[src/hdl/htfd_pkg.sv]
// Package with the types, constants and CRC function of the frame decoder.
`timescale 1ns / 1ps
`default_nettype none
package htfd_pkg;

  localparam logic [7:0]  CRC_POLY  = 8'h31;
  localparam logic [7:0]  CRC_INIT  = 8'hFF;
  localparam logic [15:0] ID_MASK   = 16'h083F;
  localparam logic [15:0] ID_MATCH  = 16'h0807;
  localparam logic [14:0] TEMP_SPAN = 15'd17500;
  localparam logic [15:0] TEMP_OFFSET = 16'd4500;
  localparam logic [13:0] HUM_SPAN  = 14'd10000;
  localparam logic [13:0] HUM_MAX   = 14'd10000;

  typedef enum logic [1:0] {
    STATUS_OK       = 2'd0,
    STATUS_CRC_FAIL = 2'd1,
    STATUS_ID_FAIL  = 2'd2
  } status_t;

  typedef struct packed {
    logic               emit;
    status_t            status;
    logic signed [14:0] temperature_centi;
    logic [13:0]        humidity_centi;
    logic [15:0]        chip_id;
    logic               id_valid;
  } htfd_result_t;

  // One byte through the CRC-8, most significant bit first, no final XOR.
  function automatic logic [7:0] crc8_feed(input logic [7:0] crc, input logic [7:0] b);
    logic [7:0] c;
    c = crc ^ b;
    for (int i = 0; i < 8; i++) begin
      c = c[7] ? ((c << 1) ^ CRC_POLY) : (c << 1);
    end
    return c;
  endfunction

endpackage
`default_nettype wire

[src/hdl/htfd_parse.sv]
// Byte tracker of the frame decoder: position, CRC check, word capture and scaling.
`timescale 1ns / 1ps
`default_nettype none
module htfd_parse
  import htfd_pkg::*;
(
  input  wire logic         clk,
  input  wire logic         rst,
  input  wire logic         accept,
  input  wire logic         frame_kind,
  input  wire logic [7:0]   data_byte,
  input  wire logic         frame_start,
  output htfd_result_t      res
);

  logic [2:0]         byte_position, byte_position_next;
  logic [7:0]         running_crc, running_crc_next;
  logic               crc_failed, crc_failed_next;
  logic [7:0]         high_byte_hold;
  logic [15:0]        first_word_hold;
  logic [15:0]        second_word_hold;
  logic signed [14:0] temp_hold;

  logic               restart;
  logic [2:0]         pos;
  logic [7:0]         crc_cur;
  logic               fail_cur;
  logic               fail_now;
  logic [7:0]         crc_fed;
  logic [15:0]        word;
  logic               last_byte;
  logic [30:0]        temp_prod;
  logic [15:0]        temp_value;
  logic [29:0]        hum_prod;
  logic [13:0]        hum_value;
  logic               id_match;

  // A start flag, or a position past the end of the current frame kind, restarts.
  assign restart  = frame_start || (frame_kind ? (byte_position >= 3'd3)
                                               : (byte_position >= 3'd6));
  assign pos      = restart ? 3'd0 : byte_position;
  assign crc_cur  = restart ? CRC_INIT : running_crc;
  assign fail_cur = restart ? 1'b0 : crc_failed;
  assign crc_fed  = crc8_feed(crc_cur, data_byte);
  assign word     = {high_byte_hold, data_byte};
  assign fail_now = fail_cur || (crc_cur != data_byte);
  assign last_byte = (pos == 3'd5) || (frame_kind && (pos == 3'd2));

  // Temperature is scaled on the first CRC byte, humidity on the last one.
  assign temp_prod  = 31'(TEMP_SPAN) * 31'(first_word_hold);
  assign temp_value = {1'b0, temp_prod[30:16]} - TEMP_OFFSET;
  assign hum_prod   = 30'(HUM_SPAN) * 30'(second_word_hold);
  assign hum_value  = (hum_prod[29:16] > HUM_MAX) ? HUM_MAX : hum_prod[29:16];
  assign id_match   = (first_word_hold & ID_MASK) == ID_MATCH;

  always_comb begin
    byte_position_next = byte_position;
    running_crc_next   = running_crc;
    crc_failed_next    = crc_failed;
    res                = '0;
    res.status         = STATUS_OK;
    case (pos)
      3'd0, 3'd3, 3'd1, 3'd4: begin
        running_crc_next   = crc_fed;
        crc_failed_next    = fail_cur;
        byte_position_next = pos + 3'd1;
      end
      3'd2, 3'd5: begin
        running_crc_next = CRC_INIT;
        if (last_byte) begin
          byte_position_next = 3'd0;
          crc_failed_next    = 1'b0;
          res.emit           = 1'b1;
          if (fail_now) begin
            res.status = STATUS_CRC_FAIL;
          end else if (frame_kind) begin
            res.status   = id_match ? STATUS_OK : STATUS_ID_FAIL;
            res.chip_id  = first_word_hold;
            res.id_valid = id_match;
          end else begin
            res.temperature_centi = temp_hold;
            res.humidity_centi    = hum_value;
          end
        end else begin
          byte_position_next = pos + 3'd1;
          crc_failed_next    = fail_now;
        end
      end
      default: begin
        byte_position_next = 3'd0;
        running_crc_next   = CRC_INIT;
        crc_failed_next    = 1'b0;
      end
    endcase
  end

  always_ff @(posedge clk) begin
    if (rst) begin
      byte_position <= 3'd0;
      running_crc   <= CRC_INIT;
      crc_failed    <= 1'b0;
    end else if (accept) begin
      byte_position <= byte_position_next;
      running_crc   <= running_crc_next;
      crc_failed    <= crc_failed_next;
    end
  end

  always_ff @(posedge clk) begin
    if (accept) begin
      if (pos == 3'd0 || pos == 3'd3) begin
        high_byte_hold <= data_byte;
      end
      if (pos == 3'd1) begin
        first_word_hold <= word;
      end
      if (pos == 3'd4) begin
        second_word_hold <= word;
      end
      if (pos == 3'd2) begin
        temp_hold <= signed'(temp_value[14:0]);
      end
    end
  end

endmodule
`default_nettype wire

[src/hdl/humidity_temp_frame_decoder.sv]
// A result is registered and appears on the outputs in the cycle after its last byte is taken.
// Throughput: one byte per cycle; input stalls only while a waiting result is stalled.
// A measurement frame takes six bytes per result, an identity frame three.
// Reset (rst, synchronous): byte position to zero, CRC to 0xFF, error flag clear,
// frame kind back to measurement, and the output register empty.
`timescale 1ns / 1ps
`default_nettype none
module humidity_temp_frame_decoder
  import htfd_pkg::*;
(
  input  wire logic               clk,
  input  wire logic               rst,
  input  wire logic               cfg_write,
  input  wire logic               cfg_data,
  input  wire logic               in_valid,
  output logic                    in_stall,
  input  wire logic [7:0]         data_byte,
  input  wire logic               frame_start,
  output logic                    out_valid,
  input  wire logic               out_stall,
  output logic [1:0]              status,
  output logic signed [14:0]      temperature_centi,
  output logic [13:0]             humidity_centi,
  output logic [15:0]             chip_id,
  output logic                    id_valid
);

  // Frame kind register: 0 selects six-byte measurement frames, 1 selects
  // three-byte identity frames. It is sampled afresh on every byte.
  logic         frame_kind;
  logic         accept;
  logic         out_valid_next;
  htfd_result_t res;

  always_ff @(posedge clk) begin
    if (rst) begin
      frame_kind <= 1'b0;
    end else if (cfg_write) begin
      frame_kind <= cfg_data;
    end
  end

  // The output register is free when it is empty or its item leaves this
  // cycle, so bytes keep flowing while a result is being taken.
  assign in_stall = out_valid && out_stall;
  assign accept   = in_valid && !in_stall;

  // The byte tracker keeps the frame state and produces the finished result
  // in the same cycle as the final CRC byte; temperature and humidity each have their own multiply.
  htfd_parse u_parse (
    .clk         (clk),
    .rst         (rst),
    .accept      (accept),
    .frame_kind  (frame_kind),
    .data_byte   (data_byte),
    .frame_start (frame_start),
    .res         (res)
  );

  always_comb begin
    if (accept) begin
      out_valid_next = res.emit;
    end else begin
      out_valid_next = out_valid && out_stall;
    end
  end

  always_ff @(posedge clk) begin
    if (rst) begin
      out_valid <= 1'b0;
    end else begin
      out_valid <= out_valid_next;
    end
  end

  // Result payload is loaded only when a frame completes; otherwise it holds,
  // which keeps a stalled item steady on the outputs.
  always_ff @(posedge clk) begin
    if (accept && res.emit) begin
      status            <= res.status;
      temperature_centi <= res.temperature_centi;
      humidity_centi    <= res.humidity_centi;
      chip_id           <= res.chip_id;
      id_valid          <= res.id_valid;
    end
  end

endmodule
`default_nettype wire

[config.mk]
export PLATFORM = sky130hd
export DESIGN_NAME = humidity_temp_frame_decoder
export DESIGN_NICKNAME = d
export VERILOG_FILES = /design/src/hdl/htfd_pkg.sv /design/src/hdl/htfd_parse.sv /design/src/hdl/humidity_temp_frame_decoder.sv
export SDC_FILE = /design/constraint.sdc
export NUM_CORES = 1
export LEC_CHECK = 0
export ABC_AREA = 0
export BUFFER_PORTS_ARGS = -buffer_cell sky130_fd_sc_hd__buf_4
export CORE_MARGIN = 5
export CORE_UTILIZATION = 57
export CTS_CLUSTER_SIZE = 8
export DETAILED_ROUTE_END_ITERATION = 6
export PLACE_DENSITY = 0.79
export SYNTH_ARGS = -nofsm -noshare
export SYNTH_HDL_FRONTEND = slang
export SYNTH_HIERARCHICAL = 1
export SYNTH_SLANG_ARGS = --single-unit
[constraint.sdc]
create_clock -name clk -period 6.4 [get_ports clk]
set_clock_uncertainty 0.1 [all_clocks]
set_input_delay 1.6 -clock clk [delete_from_list [all_inputs] [get_ports clk]]
set_output_delay 1.6 -clock clk [all_outputs]
set_load 0.02 [all_outputs]
=== Word level (Yosys, flattened, before mapping) ===
Index checks and enable logic that the tools add are counted.

* Flip-flop bits (word level): 117
* Input port bits: 15
* Output and inout bits: 50

* Bitwise gates (word level): 12
* $lt $le $gt $ge: 3
* Eq/ne operators: 7
* Muxes and demuxes: 27
* Add/sub/neg operators: 2
* Multipliers: 2
* Reductions and logical operators: 20

{| class="wikitable"
|+ Operator list
! kind !! number
|-
| 49-bit two-way mux || 2
|-
| 6-bit two-way mux || 8
|-
| 46-bit two-way mux || 1
|-
| 13-bit by 16-bit multiplier with 29-bit output, first input constant || 1
|-
| 29-bit two-way mux || 1
|-
| 10-bit by 16-bit multiplier with 26-bit output, first input constant || 1
|-
| 3-bit inverter || 8
|-
| 17-bit two-way mux || 1
|-
| 8-bit two-way mux || 2
|-
| 15-bit by 13-bit subtractor with 15-bit output, second input constant || 1
|-
| 14-bit greater-than comparator, second input constant || 1
|-
| 14-bit two-way mux || 1
|-
| 4-bit OR reduction || 3
|-
| 2-bit AND reduction || 5
|-
| 8-bit inequality test || 1
|-
| 8-bit bitwise XOR || 1
|-
| 7-bit == test, second input constant || 1
|-
| 3-bit by 2-bit == test with 1-bit output, second input constant || 2
|-
| 3-bit == test, second input constant || 2
|-
| 2-bit two-way mux || 3
|-
| 3-bit two-way mux || 2
|-
| 3-bit one-hot mux with 2 select lines || 1
|-
| 5-bit OR reduction || 1
|-
| 1-bit logical AND || 4
|-
| 11 further kinds || 19
|}

=== Longest topological paths before layout ===
Gate-level depths: netlist of run 1.

* Depth after elaboration: 22
* Depth in mapped cells: 23
* Depth with buffers taken out: 23

=== Hierarchy ===
The synthesis of run 1 kept the hierarchy.

{| class="wikitable"
|+ Modules (own cells, without submodules)
! module !! cells each !! instances !! area each (µm²)
|-
| htfd_parse || 978 || 1 || 9121.2
|-
| humidity_temp_frame_decoder || 58 || 1 || 1524.0
|}

=== Least setup slack after synthesis of run 1 ===
Ideal clock, no wire load.

* Kind: register to register
* Start point: reg u_parse.first_word_hold[8]
* End point: reg u_parse.temp_hold[14] (data pin)
* Period minus slack after synthesis: 5.678 ns
* Data required time: 6.036 ns
* Cell stages (with the launch flop): 23
* Arrival time: 5.314 ns
* Slack: 0.722 ns
* Setup time: 0.264 ns
* Path through: edfxtp_1 > ha_1 > inv_1 > fa_1 > inv_1 > ha_1 > fa_1 > inv_1 > fa_1 > inv_1 > ha_1 > o21ai_1 > o31ai_2 > a211oi_4 > o21ai_1 > a21oi_1 > xor2_1 > ha_1 > o211ai_1 > a221o_1 > nor2_2 > nor2_1 > o41a_1

* Longest elaborated chain between the ends: 2

{| class="wikitable"
|+ RTL lines
! what !! line !! RTL
|-
| start: declaration || htfd_parse.sv:20 || <nowiki>logic [15:0] first_word_hold;</nowiki>
|-
| start signal: assignment || htfd_parse.sv:115 || <nowiki>first_word_hold <= word;</nowiki>
|-
| 13-bit by 16-bit multiplier with 29-bit output || htfd_parse.sv:50 || <nowiki>assign temp_prod = 31'(TEMP_SPAN) * 31'(first_word_hold);</nowiki>
|-
| 15-bit by 13-bit subtractor with 15-bit output || htfd_parse.sv:51 || <nowiki>assign temp_value = {1'b0, temp_prod[30:16]} - TEMP_OFFSET;</nowiki>
|-
| named net u_parse.temp_value[14] || htfd_parse.sv:33 || <nowiki>logic [15:0] temp_value;</nowiki>
|-
| end signal: assignment || htfd_parse.sv:121 || <nowiki>temp_hold <= signed'(temp_value[14:0]);</nowiki>
|-
| end: declaration || htfd_parse.sv:22 || <nowiki>logic signed [14:0] temp_hold;</nowiki>
|}

The timed path passes the listed nets, and every way through them passes these cells.
A chain may end at the register's enable or synchronous reset.

=== Final worst setup path of run 1 ===
Ends and elaborated chain as after synthesis.

==> results.tsv, run 1 <==
stage	metric	value	unit
run_status	status	completed	
place	io_buffers	64	
power	p_per_area	216	nW/um^2
floorplanning	fp-row-count	50	
synth	syn_area	10600	sq um
clock_tree	worstSkewPairLatency	420	ps
setup_path	path_class	flip-flop to flip-flop	
routing	viasPerCell	5.42	
power	peakVddDrop	0.196	mV
sta	worst_pin_slew	1070	ps
synth	synth_top_cell_by_area	edfxtp_1	
sta	layout_min_cycle_time	6060	ps
routing	vias	7340	
global_route	met1_usage	26.8	%
synth	synth_top_area_share	29.1	%
routing	ant_nets	0	
setup_path	worst-path-max-fanout	6	
floorplanning	die_area	21500	sq um
floorplanning	die_w	147	microns
cells_and_area	fillerInstances	1421	
synth	yosysWarnings	6	
synth	synth_cells	1036	
floorplanning	core	18500	sq um
setup_path	cp_slowest_stage_delay	530	ps
synth	ys_seq_elements	117	
routing	drc	0	
synth	yosysUniqueCellTypes	71	
floorplanning	pin_count	65	
cells_and_area	drive_gt1_share	10.9	%
power	leakage	5.83	nW
global_route	grt_max_degree	39	
setup_path	start_kind	flip-flop	
routing	first_pass_iters	5	
cells_and_area	utilization	65.0	%
synth	synth-async-reset-ratio	0	%
place	dp.final_hpwl	16100	microns
synth	ys.flop_type	edfxtp_1	
synth	yosys.cell_count.top_type	inv_1	
clock_tree	clkSlewWorstSetupHoldPaths	60	ps
global_route	overflow	0	
setup_path	endpoint_kind	flip-flop	
synth	seq_area_frac_synth	31.7	%
flow_run	drv_cap	0	
sta	setup_viol	0	
synth	synth_area_leaders	edfxtp_1, ha_1, fa_1, inv_1, xnor2_1	
setup_path	path_cells	ha_1, inv_1, fa_1, inv_1, ha_1, fa_1, inv_1, fa_1, inv_1, ha_1, o21ai_1, o31ai_2, a211oi_4, o21ai_1, a21oi_1, xor2_1, ha_1, o211ai_1, a221o_1, nor2_2, nor2_1, o41a_1	
synth	avgSynthCellArea	10.3	sq um
clock_tree	tritoncts	done	
sta	tns	0	ps
global_route	antenna_found_initial	0	
sta	max_freq	165	MHz
global_route	busiest_layer	met2	
floorplanning	die_h	147	microns
setup_path	critical-path-slowest-cell	fa_1	
cells_and_area	nets	1373	
place	place_ws	237	ps
place	gp_congestion	0.887	
sta	layout_setup_ws	338	ps
sta	period_share	94.7	%
global_route	grt_pass1_vias	7381	
cells_and_area	antenna_cells	0	
synth	synth_nets	1301	
setup_path	r2r-start	u_parse/first_word_hold[8]	
synth	synth_edf_count	103	
global_route	grt_util_met3	4.00	%
clock_tree	cts_buffer_depth	2	
global_route	grt_pass1_wl	34600	microns
clock_tree	h-tree-depth	4	
sta	finalMaxSlewViolations	0	
sta	hold_viol_final	0	
global_route	grt_usage	19.7	%
sta	whs	358	ps
clock_tree	cts_root_buffer	clkbuf_16	
synth	synth_common_cells	inv_1, ha_1, edfxtp_1, fa_1, nor2_1	
routing	wire_per_inst	15.2	microns
min_path	hp-start	u_parse/high_byte_hold[2]	
setup_path	cp.arrival	6120	ps
sta	rsz0062_at_grt	no	
setup_path	crit_start	u_parse/first_word_hold[8]	
cells_and_area	synthToLayoutAreaGrowth	13.1	%
setup_path	critPathRequiredTime	6460	ps
routing	drt_iter0_drc	425	
clock_tree	cts-resized-gates	0	
floorplanning	initial_core_util	57.5	%
sta	max-slew-margin-rel	28.3	%
routing	wl	20500	microns
min_path	min_path_type	flip-flop to flip-flop	
global_route	use_met2	32.2	%
clock_tree	numCtsBuffers	17	
clock_tree	cts_sinks	117	
worst paths after layout:
path	cells after the start	slack, ps	to
hold reg to reg	0	360	u_parse/second_word_hold[10]
hold / removal	0	360	u_parse/second_word_hold[10]
setup reg to reg	22	340	u_parse/temp_hold[14]
setup / recovery	22	340	u_parse/temp_hold[14]
routing by layer:
layer | share of wire [%] | wire (microns) | vias up
met5 | 0 | 0 | -
met4 | 1.6 | 320 | 0
li1 | - | - | 3617
met2 | 47 | 9660 | 194
met3 | 5.3 | 1090 | 28
met1 | 46 | 9470 | 3501
worst max-delay path, delay by kind of cell (launching register included):
kind	cells	cell delay, ps
adder cells (fa/ha/maj)	7	2700
XOR/XNOR	1	150
AND/OR/NAND/NOR	2	160
flip-flops	1	500
AO/OA/AOI/OAI	8	1980
buffers and inverters	4	190
cells by family (layout without fill, tap and decap cells):
family | Yosys count | after routing | synth area share [%]
buffers and inverters | 252 | 337 | 8.91
adder cells (fa/ha/maj) | 250 | 250 | 34.9
AND/OR/NAND/NOR | 218 | 218 | 10.5
AO/OA/AOI/OAI | 140 | 140 | 9.09
flip-flops | 117 | 117 | 31.7
XOR/XNOR | 56 | 56 | 4.61
multiplexers | 3 | 3 | 0.294
report_power, final:
group          leakage (nW)  total (mW)  internal, mW  switching (mW)
Sequential             1.09       0.895         0.875          0.0209
Combinational          4.45       0.694         0.302           0.392
Clock                 0.296        1.01         0.653           0.361
cell type report:
type	count	area, sq um	area share [%]
clock buffers	17	425	3.53
clock inverters	15	203	1.68
inverters	236	886	7.36
multi-input cells	667	6340	52.7
flip-flops and latches	117	3370	28.0
well taps	234	293	2.43
repair buffers	69	518	4.30
placed cells by master, fill, tap and decap left out, drive strengths merged, types with 7 or more instances in the layout:
cell    count
and2       27
nand3      14
clkbuf     17
o22ai       9
nor3       26
xnor2      36
nand2b     11
dfxtp      14
xor2       20
inv       239
nor2       56
fa         78
o21ai      21
and3        7
edfxtp    103
ha        172
a21o       13
o211ai      7
or3         7
a21oi      38
nand4       8
buf        69
nand2      39
a211oi      9
through the flow:
step / power (mW) / std cells / cell area [sq um]
after floorplan: 1.45 / 1036 / 10600
after global placement: 1.57 / 1322 / 11400
after detailed placement: 1.59 / 1322 / 11400
after CTS: 2.61 / 1354 / 12000
after global routing: 2.74 / 1355 / 12000
final: 2.60 / 1355 / 12000
registers in the layout, indices dropped and copies added, names as in the netlist, 2 cells and up:
signal                    flops
u_parse/temp_hold            15
status                        2
u_parse/second_word_hold     16
u_parse/high_byte_hold        8
humidity_centi               14
chip_id                      16
temperature_centi            15
u_parse/first_word_hold      16
u_parse/byte_position         3
u_parse/running_crc           8
repair_timing:
item,CTS,global route
buffers inserted,0,1
hold buffers,0,0
endpoints found under the setup margin,0,1
Power figures use the tool's default switching activity.
==> run 2, diff against run 1 <==
--- a/config.mk
+++ b/config.mk
@@ -11,6 +11,7 @@
 export CORE_UTILIZATION = 57
 export CTS_CLUSTER_SIZE = 8
 export DETAILED_ROUTE_END_ITERATION = 6
+export MAX_ROUTING_LAYER = met4
 export PLACE_DENSITY = 0.79
 export SYNTH_ARGS = -nofsm -noshare
 export SYNTH_HDL_FRONTEND = slang
==> results.tsv, run 2 (synthesized netlist as in run 1, its figures left out) <==
stage	metric	value	unit
run_status	status	completed	
routing	drc	0	
setup_path	crit_start	u_parse/first_word_hold[9]	
floorplanning	initial_core_util	57.5	%
sta	rsz0062_at_grt	no	
setup_path	endpoint_kind	flip-flop	
power	power_switching	789	uW
sta	hold_viol_final	0	
routing	vias	7390	
power	p_per_area	212	nW/um^2
clock_tree	cts_setup_buffers	0	
floorplanning	die_area	21500	sq um
setup_path	path_cells	ha_1, inv_1, fa_1, inv_1, ha_1, fa_1, fa_1, ha_1, o21ai_1, o31ai_2, a211oi_4, o21ai_1, a21oi_1, xor2_1, ha_1, o211ai_1, a221o_1, nor2_2, nor2_1, o41a_1	
routing	wl	20700	microns
cells_and_area	multi_input_area	6340	sq um
sta	period_share	94.4	%
place	dp.final_hpwl	16300	microns
power	combPwrFrac	27.4	%
cells_and_area	synthToLayoutAreaGrowth	12.8	%
clock_tree	cts_root_buffer	clkbuf_16	
cells_and_area	drive_gt1_share	11.1	%
clock_tree	worstSkewPairLatency	420	ps
clock_tree	cts_sinks	117	
setup_path	start_kind	flip-flop	
clock_tree	cts-resized-gates	0	
global_route	antenna_found_initial	0	
sta	layout_min_cycle_time	6040	ps
sta	worst_pin_slew	1040	ps
global_route	grt_pass1_wl	35600	microns
clock_tree	h-tree-depth	4	
sta	tns	0	ps
power	internal-power	1.76	mW
min_path	hp-start	u_parse/high_byte_hold[5]	
global_route	grt_usage	20.8	%
routing	wire_per_inst	15.2	microns
routing	drt_iter0_drc	448	
cells_and_area	antenna_cells	0	
sta	setup_viol	0	
cells_and_area	fillerInstances	1447	
floorplanning	core	18500	sq um
clock_tree	hold_buffers	0	
power	power.total	2.55	mW
cells_and_area	layout_common_cells	inv_1, ha_1, edfxtp_1	
power	seqPwrFrac	35.1	%
flow_run	drv_cap	0	
floorplanning	fp-row-count	50	
cells_and_area	area.sequential	3370	sq um
cells_and_area	final_cell_area	12000	sq um
min_path	min_path_type	flip-flop to flip-flop	
floorplanning	die_w	147	microns
sta	max-slew-margin-rel	30.2	%
clock_tree	tritoncts	done	
power	leakage	5.82	nW
cells_and_area	nets	1374	
global_route	grt_max_degree	41	
place	gp_congestion	0.918	
sta	max_freq	166	MHz
clock_tree	clkSlewWorstSetupHoldPaths	60	ps
cells_and_area	layout_commonest_cell	inv_1	
power	clkPwrFrac	37.5	%
routing	first_pass_iters	5	
place	dpl_cell_area	11400	sq um
power	peakVddDrop	0.185	mV
clock_tree	numCtsBuffers	17	
setup_path	path_class	flip-flop to flip-flop	
global_route	overflow	0	
setup_path	worst-path-max-fanout	5	
clock_tree	cts_buffer_depth	2	
routing	ant_nets	0	
power	switching_share	30.9	%
routing	viasPerCell	5.45	
setup_path	cpMostUsedCell	ha_1	
floorplanning	pin_count	65	
sta	finalMaxSlewViolations	0	
global_route	grt_pass1_vias	7598	
cells_and_area	reg_top3	chip_id: 16 flops, u_parse/first_word_hold: 16 flops, u_parse/second_word_hold: 16 flops	
setup_path	r2r-start	u_parse/first_word_hold[9]	
setup_path	critPathRequiredTime	6450	ps
floorplanning	die_h	147	microns
place	io_buffers	64	
setup_path	critical-path-slowest-cell	fa_1	
setup_path	cp.arrival	6100	ps
setup_path	cp_slowest_stage_delay	560	ps
run 2: cell count changes in the layout (fill, tap and decap cells not counted), moves of 2 or more:
cell       change
bufinv_16      -2
clkinv_1       -2
clkinv_4       -2
inv_6          +3
run 2: worst max-delay path: cells and delay by family (launching register included):
| family | cells | cell delay [ps] |
|---|---|---|
| and+or+nand+nor | 2 | 150 |
| adders and majority gates | 7 | 2730 |
| AOI/OAI and AO/OA | 8 | 2000 |
| buffers and inverters | 2 | 140 |
| xor gates and xnor gates | 1 | 160 |
| DFF | 1 | 520 |
run 2: path summary, 6_finish.rpt:
| check | to | slack [ps] | depth (start not counted) |
|---|---|---|---|
| max reg2reg | u_parse/temp_hold[14] | 360 | 20 |
| max | u_parse/temp_hold[14] | 360 | 20 |
| min | u_parse/first_word_hold[13] | 340 | 0 |
| min reg2reg | u_parse/first_word_hold[13] | 340 | 0 |
run 2: through the flow:
step / std cells / hold WS (ps) / utilization (%) / worst slack, ps
2_1_floorplan: 1036 / 321 / - / 722
3_3_place_gp: 1322 / 342 / 61.6 / 425
3_5_place_dp: 1322 / 331 / 61.6 / 255
4_1_cts: 1354 / 346 / 64.8 / 245
5_1_grt: 1356 / 369 / 64.9 / 46.0
6_report: 1356 / 345 / 64.9 / 359
run 2: routing by layer:
metal / wire length (microns) / GRT usage (%) / vias to the layer above
li1: - / - / 3621
met1: 9560 / 27.7 / 3538
met2: 9700 / 32.3 / 192
met3: 1040 / 4.10 / 39
met4: 363 / 6.68 / 0
met5: 0 / - / -
run 2: area by class of cell:
| cell class | instances | share of cell area, % |
|---|---|---|
| well taps | 234 | 2.44 |
| clock inverters | 15 | 1.40 |
| inverters | 236 | 7.38 |
| multi-input cells | 667 | 52.8 |
| flip-flops and latches | 117 | 28.1 |
| clock buffers | 17 | 3.54 |
| repair buffers | 70 | 4.38 |
run 2: power groups by stage:
stage	Clock, mW	Combinational (mW)	Sequential [mW]
final	0.957	0.700	0.895
after global routing	1.00	0.794	0.898
after CTS	0.970	0.689	0.894
after detailed placement	0	0.682	0.910
after global placement	0	0.664	0.909
after floorplan	0	0.550	0.904
